File: src/sre_pkg.sv
// ----------------------------------------------------------------------------
// Sound register log encoder package
// Shared types, command codes and register indices of the log encoder.
// ----------------------------------------------------------------------------
`default_nettype none

package sre_pkg;

  localparam logic [3:0] OP_TICK     = 4'd0;
  localparam logic [3:0] OP_APU_PRI  = 4'd1;
  localparam logic [3:0] OP_APU_SEC  = 4'd2;
  localparam logic [3:0] OP_DISK     = 4'd3;
  localparam logic [3:0] OP_PULSE    = 4'd4;
  localparam logic [3:0] OP_WAVE     = 4'd5;
  localparam logic [3:0] OP_SAW      = 4'd6;
  localparam logic [3:0] OP_FM_EXP   = 4'd7;
  localparam logic [3:0] OP_PSG      = 4'd8;
  localparam logic [3:0] OP_FM_CHIP  = 4'd9;
  localparam logic [3:0] OP_FINISH   = 4'd10;

  localparam logic [1:0] CFG_IDX_NUM = 2'd0;
  localparam logic [1:0] CFG_IDX_DEN = 2'd1;

  localparam logic [15:0] NUM_RESET = 16'd1617;
  localparam logic [16:0] DEN_RESET = 17'd66250;

  localparam logic [7:0] CMD_WAIT16  = 8'h61;
  localparam logic [7:0] CMD_WAIT60  = 8'h62;
  localparam logic [7:0] CMD_WAIT50  = 8'h63;
  localparam logic [7:0] CMD_WAITN   = 8'h70;
  localparam logic [7:0] CMD_WAITMAX = 8'h7F;
  localparam logic [7:0] CMD_END     = 8'h66;
  localparam logic [7:0] CMD_APU     = 8'hB4;
  localparam logic [7:0] CMD_DAC     = 8'h32;
  localparam logic [7:0] CMD_WAVE    = 8'h43;
  localparam logic [7:0] CMD_SAW     = 8'h42;
  localparam logic [7:0] CMD_OPLL    = 8'h51;
  localparam logic [7:0] CMD_PSG     = 8'hA0;

  localparam logic [15:0] FRAME_NTSC   = 16'd735;
  localparam logic [15:0] FRAME_PAL    = 16'd882;
  localparam logic [15:0] FRAME_NTSC2  = 16'd1470;
  localparam logic [15:0] FRAME_MIXED  = 16'd1617;
  localparam logic [15:0] FRAME_PAL2   = 16'd1764;
  localparam logic [15:0] PENDING_SAT  = 16'hFFFF;

  typedef struct packed {
    logic [1:0]      n;
    logic [2:0][7:0] b;
  } sre_bytes_t;

  typedef enum logic [2:0] {
    ST_IDLE,
    ST_ADD,
    ST_SUB,
    ST_INC,
    ST_SAT,
    ST_WAIT,
    ST_CMD,
    ST_EMIT
  } sre_state_e;

endpackage

`default_nettype wire

File: src/sre_encode.sv
// ----------------------------------------------------------------------------
// Sound register log encoder command formatter
// Encodes a pending sample count as wait bytes, and a register write or a finish
// as a remapped command or the end command.
// ----------------------------------------------------------------------------
`default_nettype none

module sre_encode (
  input  logic [3:0]          op_i,
  input  logic [15:0]         addr_i,
  input  logic [7:0]          data_i,
  input  logic [15:0]         pending_i,
  output sre_pkg::sre_bytes_t wait_o,
  output sre_pkg::sre_bytes_t cmd_o
);
  import sre_pkg::*;

  logic [7:0]  idx;
  logic [15:0] bus_off;

  assign idx     = addr_i[7:0];
  assign bus_off = addr_i - 16'h1000;

  always_comb begin
    wait_o = '0;
    if (pending_i == 16'd0) begin
      wait_o.n = 2'd0;
    end else if (pending_i <= 16'd16) begin
      wait_o.n    = 2'd1;
      wait_o.b[0] = CMD_WAITN + pending_i[7:0] - 8'd1;
    end else if (pending_i <= 16'd32) begin
      wait_o.n    = 2'd2;
      wait_o.b[0] = CMD_WAITMAX;
      wait_o.b[1] = CMD_WAITN + pending_i[7:0] - 8'd17;
    end else if (pending_i == FRAME_NTSC) begin
      wait_o.n    = 2'd1;
      wait_o.b[0] = CMD_WAIT60;
    end else if (pending_i == FRAME_PAL) begin
      wait_o.n    = 2'd1;
      wait_o.b[0] = CMD_WAIT50;
    end else if (pending_i == FRAME_NTSC2) begin
      wait_o.n    = 2'd2;
      wait_o.b[0] = CMD_WAIT60;
      wait_o.b[1] = CMD_WAIT60;
    end else if (pending_i == FRAME_MIXED) begin
      wait_o.n    = 2'd2;
      wait_o.b[0] = CMD_WAIT60;
      wait_o.b[1] = CMD_WAIT50;
    end else if (pending_i == FRAME_PAL2) begin
      wait_o.n    = 2'd2;
      wait_o.b[0] = CMD_WAIT50;
      wait_o.b[1] = CMD_WAIT50;
    end else begin
      wait_o.n    = 2'd3;
      wait_o.b[0] = CMD_WAIT16;
      wait_o.b[1] = pending_i[7:0];
      wait_o.b[2] = pending_i[15:8];
    end
  end

  always_comb begin
    cmd_o      = '0;
    cmd_o.n    = 2'd3;
    cmd_o.b[1] = idx;
    cmd_o.b[2] = data_i;
    case (op_i)
      OP_APU_PRI: begin
        cmd_o.b[0] = CMD_APU;
      end
      OP_APU_SEC: begin
        cmd_o.b[0] = CMD_APU;
        cmd_o.b[1] = idx | 8'h80;
      end
      OP_DISK: begin
        cmd_o.b[0] = CMD_APU;
        if (idx >= 8'h80 && idx <= 8'h9E) begin
          cmd_o.b[1] = idx - 8'h60;
        end else if (idx == 8'h23) begin
          cmd_o.b[1] = 8'h3F;
        end
      end
      OP_PULSE: begin
        if (idx == 8'h10) begin
          cmd_o.n    = 2'd2;
          cmd_o.b[0] = CMD_DAC;
          cmd_o.b[1] = data_i;
          cmd_o.b[2] = 8'h00;
        end else begin
          cmd_o.b[0] = CMD_APU;
          cmd_o.b[1] = idx | 8'h80;
        end
      end
      OP_WAVE: begin
        cmd_o.b[0] = CMD_WAVE;
      end
      OP_SAW: begin
        cmd_o.b[0] = CMD_SAW;
        cmd_o.b[1] = {4'b0000, bus_off[13:12], addr_i[1:0]};
      end
      OP_FM_EXP: begin
        cmd_o.b[0] = CMD_OPLL;
      end
      OP_PSG: begin
        cmd_o.b[0] = CMD_PSG;
      end
      OP_FM_CHIP: begin
        cmd_o.b[0] = CMD_OPLL;
      end
      OP_FINISH: begin
        cmd_o.n    = 2'd1;
        cmd_o.b[0] = CMD_END;
        cmd_o.b[1] = 8'h00;
        cmd_o.b[2] = 8'h00;
      end
      default: begin
        cmd_o = '0;
      end
    endcase
  end

endmodule

`default_nettype wire

File: src/sound_register_log_encoder_top.sv
// ----------------------------------------------------------------------------
// Sound register log encoder
// Turns emulator ticks and sound register writes into log command bytes.
// ----------------------------------------------------------------------------
// A tick passes through some of the add, subtract and increment states on the
// shared adder and then a saturation check before input is ready again; a tick
// that saturates the pending count adds a flush state and three bytes. A write or
// finish takes a flush state and a formatting state, then one output byte per
// cycle while the output is ready, one to six bytes in all. Reset is asynchronous,
// active low, and restores rate 1617/66250.
`default_nettype none

module sound_register_log_encoder_top (
  input  logic        clk_i,
  input  logic        rst_ni,
  input  logic        cfg_valid_i,
  output logic        cfg_ready_o,
  input  logic [1:0]  cfg_index_i,
  input  logic [16:0] cfg_data_i,
  input  logic        s_axis_tvalid,
  output logic        s_axis_tready,
  // reg_address [15:0], write_data [23:16]
  input  logic [23:0] s_axis_tdata,
  // opcode [3:0]
  input  logic [3:0]  s_axis_tuser,
  output logic        m_axis_tvalid,
  input  logic        m_axis_tready,
  // out_byte [7:0], chips_used [16:8], sample_total [48:17], zero [55:49]
  output logic [55:0] m_axis_tdata,
  output logic        m_axis_tlast
);
  import sre_pkg::*;

  sre_state_e state_q, state_d;

  logic [15:0] num_q, num_d;
  logic [16:0] den_q, den_d;
  logic [16:0] acc_q, acc_d;
  logic [15:0] pend_q, pend_d;
  logic [31:0] total_q, total_d;
  logic [8:0]  kinds_q, kinds_d;
  logic [17:0] tmp_q, tmp_d;
  logic [3:0]  op_q, op_d;
  logic [15:0] addr_q, addr_d;
  logic [7:0]  data_q, data_d;
  logic [2:0]  cnt_q, cnt_d;
  logic [2:0]  rd_q, rd_d;
  logic [5:0][7:0] obuf_q, obuf_d;

  logic [31:0] add_a, add_b;
  logic        add_cin;
  logic [32:0] add_sum;

  logic        out_last;
  sre_bytes_t  wait_b, cmd_b;

  assign add_sum = {1'b0, add_a} + {1'b0, add_b} + {32'd0, add_cin};

  sre_encode u_encode (
    .op_i      (op_q),
    .addr_i    (addr_q),
    .data_i    (data_q),
    .pending_i (pend_q),
    .wait_o    (wait_b),
    .cmd_o     (cmd_b)
  );

  assign cfg_ready_o   = 1'b1;
  assign out_last      = (rd_q == (cnt_q - 3'd1));
  assign m_axis_tvalid = (state_q == ST_EMIT);
  assign m_axis_tlast  = out_last;
  assign m_axis_tdata  = {7'd0, total_q, kinds_q, obuf_q[rd_q]};

  always_comb begin
    state_d       = state_q;
    num_d         = num_q;
    den_d         = den_q;
    acc_d         = acc_q;
    pend_d        = pend_q;
    total_d       = total_q;
    kinds_d       = kinds_q;
    tmp_d         = tmp_q;
    op_d          = op_q;
    addr_d        = addr_q;
    data_d        = data_q;
    cnt_d         = cnt_q;
    rd_d          = rd_q;
    obuf_d        = obuf_q;
    add_a         = 32'd0;
    add_b         = 32'd0;
    add_cin       = 1'b0;
    s_axis_tready = 1'b0;

    if (cfg_valid_i) begin
      if (cfg_index_i == CFG_IDX_NUM) begin
        num_d = cfg_data_i[15:0];
      end else if (cfg_index_i == CFG_IDX_DEN) begin
        den_d = cfg_data_i;
      end
    end

    case (state_q)
      ST_IDLE: begin
        s_axis_tready = 1'b1;
        if (s_axis_tvalid) begin
          op_d   = s_axis_tuser;
          addr_d = s_axis_tdata[15:0];
          data_d = s_axis_tdata[23:16];
          cnt_d  = 3'd0;
          rd_d   = 3'd0;
          if (s_axis_tuser > OP_FINISH) begin
            state_d = ST_IDLE;
          end else if (s_axis_tuser == OP_TICK) begin
            if (num_q == 16'd0) begin
              state_d = ST_SAT;
            end else if (den_q <= {1'b0, num_q}) begin
              acc_d   = 17'd0;
              state_d = ST_INC;
            end else begin
              state_d = ST_ADD;
            end
          end else begin
            state_d = ST_WAIT;
          end
        end
      end
      ST_ADD: begin
        add_a   = {15'd0, acc_q};
        add_b   = {16'd0, num_q};
        tmp_d   = add_sum[17:0];
        state_d = ST_SUB;
      end
      ST_SUB: begin
        add_a   = {14'd0, tmp_q};
        add_b   = ~{15'd0, den_q};
        add_cin = 1'b1;
        if (add_sum[32]) begin
          acc_d   = add_sum[16:0];
          state_d = ST_INC;
        end else begin
          acc_d   = tmp_q[16:0];
          state_d = ST_SAT;
        end
      end
      ST_INC: begin
        add_a   = {16'd0, pend_q};
        add_cin = 1'b1;
        pend_d  = add_sum[15:0];
        state_d = ST_SAT;
      end
      ST_SAT: begin
        state_d = (pend_q == PENDING_SAT) ? ST_WAIT : ST_IDLE;
      end
      ST_WAIT: begin
        add_a   = total_q;
        add_b   = {16'd0, pend_q};
        total_d = add_sum[31:0];
        pend_d  = 16'd0;
        for (int i = 0; i < 3; i++) begin
          if (i < int'(wait_b.n)) begin
            obuf_d[3'(i)] = wait_b.b[i];
          end
        end
        cnt_d   = {1'b0, wait_b.n};
        state_d = (op_q == OP_TICK) ? ST_EMIT : ST_CMD;
      end
      ST_CMD: begin
        for (int i = 0; i < 3; i++) begin
          if (i < int'(cmd_b.n)) begin
            obuf_d[3'(cnt_q + 3'(i))] = cmd_b.b[i];
          end
        end
        cnt_d = cnt_q + {1'b0, cmd_b.n};
        if (op_q != OP_FINISH) begin
          kinds_d = kinds_q | (9'd1 << (op_q - 4'd1));
        end
        state_d = ST_EMIT;
      end
      ST_EMIT: begin
        if (m_axis_tready) begin
          rd_d = rd_q + 3'd1;
          if (out_last) begin
            state_d = ST_IDLE;
          end
        end
      end
      default: begin
        state_d = ST_IDLE;
      end
    endcase
  end

  always_ff @(posedge clk_i or negedge rst_ni) begin
    if (!rst_ni) begin
      state_q <= ST_IDLE;
      num_q   <= NUM_RESET;
      den_q   <= DEN_RESET;
      acc_q   <= 17'd0;
      pend_q  <= 16'd0;
      total_q <= 32'd0;
      kinds_q <= 9'd0;
      cnt_q   <= 3'd0;
      rd_q    <= 3'd0;
    end else begin
      state_q <= state_d;
      num_q   <= num_d;
      den_q   <= den_d;
      acc_q   <= acc_d;
      pend_q  <= pend_d;
      total_q <= total_d;
      kinds_q <= kinds_d;
      cnt_q   <= cnt_d;
      rd_q    <= rd_d;
    end
  end

  always_ff @(posedge clk_i) begin
    tmp_q  <= tmp_d;
    op_q   <= op_d;
    addr_q <= addr_d;
    data_q <= data_d;
    obuf_q <= obuf_d;
  end

endmodule

`default_nettype wire

File: config.mk
export PLATFORM = sky130hd
export DESIGN_NAME = sound_register_log_encoder_top
export DESIGN_NICKNAME = d
export VERILOG_FILES = /design/src/sre_pkg.sv /design/src/sre_encode.sv /design/src/sound_register_log_encoder_top.sv
export SDC_FILE = /design/constraint.sdc
export NUM_CORES = 1
export LEC_CHECK = 0
export BUFFER_PORTS_ARGS = -buffer_cell sky130_fd_sc_hd__buf_4
export CORE_MARGIN = 5
export CORE_UTILIZATION = 35
export CTS_CLUSTER_SIZE = 16
export DETAILED_ROUTE_END_ITERATION = 7
export GPL_ROUTABILITY_DRIVEN = 0
export MAX_ROUTING_LAYER = met4
export PLACE_DENSITY = 0.52
export SYNTH_ARGS = -nofsm -noshare
export SYNTH_HDL_FRONTEND = slang
export SYNTH_SLANG_ARGS = --single-unit
File: constraint.sdc
create_clock -name clk_i -period 4.3 [get_ports clk_i]
set_clock_uncertainty 0.2 [all_clocks]
set_input_delay 1.29 -clock clk_i [delete_from_list [all_inputs] [get_ports clk_i]]
set_output_delay 1.29 -clock clk_i [all_outputs]
set_load 0.005 [all_outputs]
==> impl_metrics.yaml <==
global_routing:
  grt_pass1_vias: 11640
  grt_usage_pct: 19.88
  overflow: 0
  grt_pass1_wl_um: 68430
  grt_max_degree: 56
  antenna_found_initial: 0
setup_path:
  critPathArrivalTime_ns: 4.30
  start_kind: "flop"
  cp-end-kind: "flop"
  r2r-start: "state_q[1]"
  crit_type: "reg -> reg"
  critPathRequiredTime_ns: 4.56
  cp-startpoint: "state_q[1]"
  cp_max_fo: 20
detailed_routing:
  antenna_left: 0
  routed_wirelength_um: 43240
  dr.pass1.iters: 5
  vias_per_cell: 5.567
  post_drt_wl_per_cell_um: 20.40
  vias: 11800
  drt_iter0_markers: 893
  route.detailed.drc: 0
run_status:
  status: "finished clean"
clock_tree:
  cts_sinks: 204
  numCtsBuffers: 27
  cts_buffer_depth: 3
  cts_tree: "built"
  insertion_delay_ns: 0.57
  clk_pin_slew_ns: 0.06
  root_buffer: "clkbuf_16"
  htree_levels: 1
timing:
  setup_viol: 0
  tightestPinTransition_ns: 1.291
  slew_violations: 0
  timing.hold.ws_ns: 0.2630
  slew_headroom_pct: 13.60
  clock.fmax_mhz: 247.4
  min_period_over_period_pct: 94.01
  hold_viol: 0
  finalCriticalPeriod_ns: 4.042
die:
  row_count: 73
  design.core.area_um2: 39550
  start_util_pct: 35.15
  io-pin-count: 112
  die_area_um2: 43810
  die_h_um: 209.3
  die_w_um: 209.3
yosys:
  synthFlopType: "dfrtp_1"
  netlist_instances: 1497
  synth_top_cell_by_area: "edfxtp_1"
  netlist.area_leader.share_pct: 19.01
  synth_area_leaders: "edfxtp_1, dfrtp_1, mux2i_1"
  synth-seq-area-share_pct: 39.99
  ys_ff_latch: 204
  synth.cell_area_um2: 13900
  avgSynthCellArea_um2: 9.287
  synth_cell_types: 82
  async_flop_share_pct: 56.86
  synth-edff-count: 88
  yosysWarnings: 0
placement:
  portBuffers: 97
  place_inst: 2068
  dp.final_hpwl_um: 31790
pwr:
  p_per_area_nw_per_um2: 780.5
  vdd_drop_max_mv: 0.3899
  p_leak_nw: 7.049
finish:
  drive_above_1_share_pct: 16.99
  diodes: 0
  stdcell_count: 2120
  syn_to_final_growth_pct: 16.94
  nets: 1694
job:
  max_cap_viol_count: 0
min_path:
  hold_class: "reg -> reg"
  min_from: "kinds_q[3]"
==> timing repair <==
item	4_1_cts	5_1_grt
setup endpoints to repair	0	31
resized for setup	0	14
hold buffers	0	0
setup buffers	0	2
==> final cells by class <==
class | count | area [um^2]
Multi-Input combinational cell | 1140 | 7754
Clock inverter | 16 | 196.4
Sequential cell | 204 | 5560
Inverter | 58 | 217.7
Clock buffer | 34 | 732.0
Fill cell | 3932 | 23290
Timing Repair Buffer | 143 | 1140
Tap cell | 525 | 656.9
==> worst paths after layout <==
path	end	slack, ns	depth (start not counted)
min reg2reg	kinds_q[3]	0.26	1
max in group asynchronous	den_q[16]	2.43	2
min	kinds_q[3]	0.26	1
min in group asynchronous	total_q[25]	0.59	1
max reg2reg	acc_q[8]	0.26	17
max	acc_q[8]	0.26	17
==> critical path, stage by stage, from the launching register on <==
cell and delay, ns:
dfrtp_1 0.37, buf_4 0.16, nand2b_1 0.17, buf_4 0.21
o22ai_1 0.20, fa_2 0.28, inv_1 0.06, fa_1 0.41
nand2b_1 0.22, a21oi_4 0.21, o2111ai_2 0.18, nand3_1 0.18
o31ai_1 0.08, buf_4 0.16, o31ai_4 0.27, buf_12 0.23
mux2i_1 0.21, o2bb2ai_1 0.09
==> synthesized netlist by cell type, types with 18 or more instances <==
library cell  count
nand2_1         202
dfrtp_1         105
o21ai_0         103
edfxtp_1         88
a21oi_1          87
nor2_1           87
mux2i_1          83
ha_1             65
clkbuf_1         63
inv_1            57
o22ai_1          42
nand3_1          39
a22oi_1          32
mux2_2           28
xnor2_1          27
a22o_1           25
o211ai_1         22
a21o_1           21
and3_1           21
o2bb2ai_1        18
==> kinds of logic after synthesis <==
family,count (synthesis),synth area share (%)
compound gates,443,20.98
xor+xnor,44,2.772
fa+ha+maj,68,6.282
buf+inv,159,4.860
flops,204,39.99
mux,119,9.540
other cells,2,0.05402
simple gates,458,15.53
==> metrics by stage <==
step                      power [W]  cell area, um^2  worst slack (ns)  TNS (ns)  utilization, %
final                       0.01269            16260            0.2576         0           41.11
after CTS                   0.01273            16200           0.01892         0           40.96
after global routing        0.01361            16260         -0.007514  -0.01075           41.11
after detailed placement    0.01028            15270           0.05193         0           38.61
after global placement      0.01020            15270           0.07518         0           38.61
after floorplan            0.008042            13930           0.02441         0               -
==> power by group <==
part	switching, W	internal (W)	total [W]
combinational	0.00390	0.00265	0.00655
sequential	0.000741	0.00303	0.00377
clock	0.000921	0.00145	0.00237
total	0.00556	0.00712	0.0127
==> layer usage <==
| metal | routed length [um] | vias up | GRT usage (%) | part of all wire, % |
|---|---|---|---|---|
| met5 | 0 | - | - | 0 |
| met4 | 1423 | 0 | 6.211 | 3.3 |
| met3 | 1804 | 81 | 2.108 | 4.2 |
| met2 | 20260 | 333 | 31.44 | 47 |
| met1 | 19750 | 5707 | 27.08 | 46 |
| li1 | - | 5680 | - | - |
==> layout by cell type, fill, tap and decap left out, drive strengths merged, types with 13 or more instances in the layout <==
cell and n:
nand2 202, buf 143, o21ai 111, dfrtp 105, nor2 91, edfxtp 88, a21oi 88, mux2i 83
ha 65, inv 59, o22ai 42, nand3 39, clkbuf 34, a22oi 32, mux2 28, xnor2 27
a22o 25, o211ai 23, and3 21, a21o 21, o2bb2ai 18, nor3 18, xor2 17, a211oi 17
nand2b 16, nor4 15, and2 13
==> sequential cells by signal, indices dropped and copies added, names as in the netlist <==
signal,flops
obuf_q,48
total_q,32
tmp_q,18
acc_q,17
den_q,17
num_q,16
pend_q,16
addr_q,10
kinds_q,9
data_q,8
op_q,4
cnt_q,3
rd_q,3
state_q,3
Power figures use the tool's default switching activity.
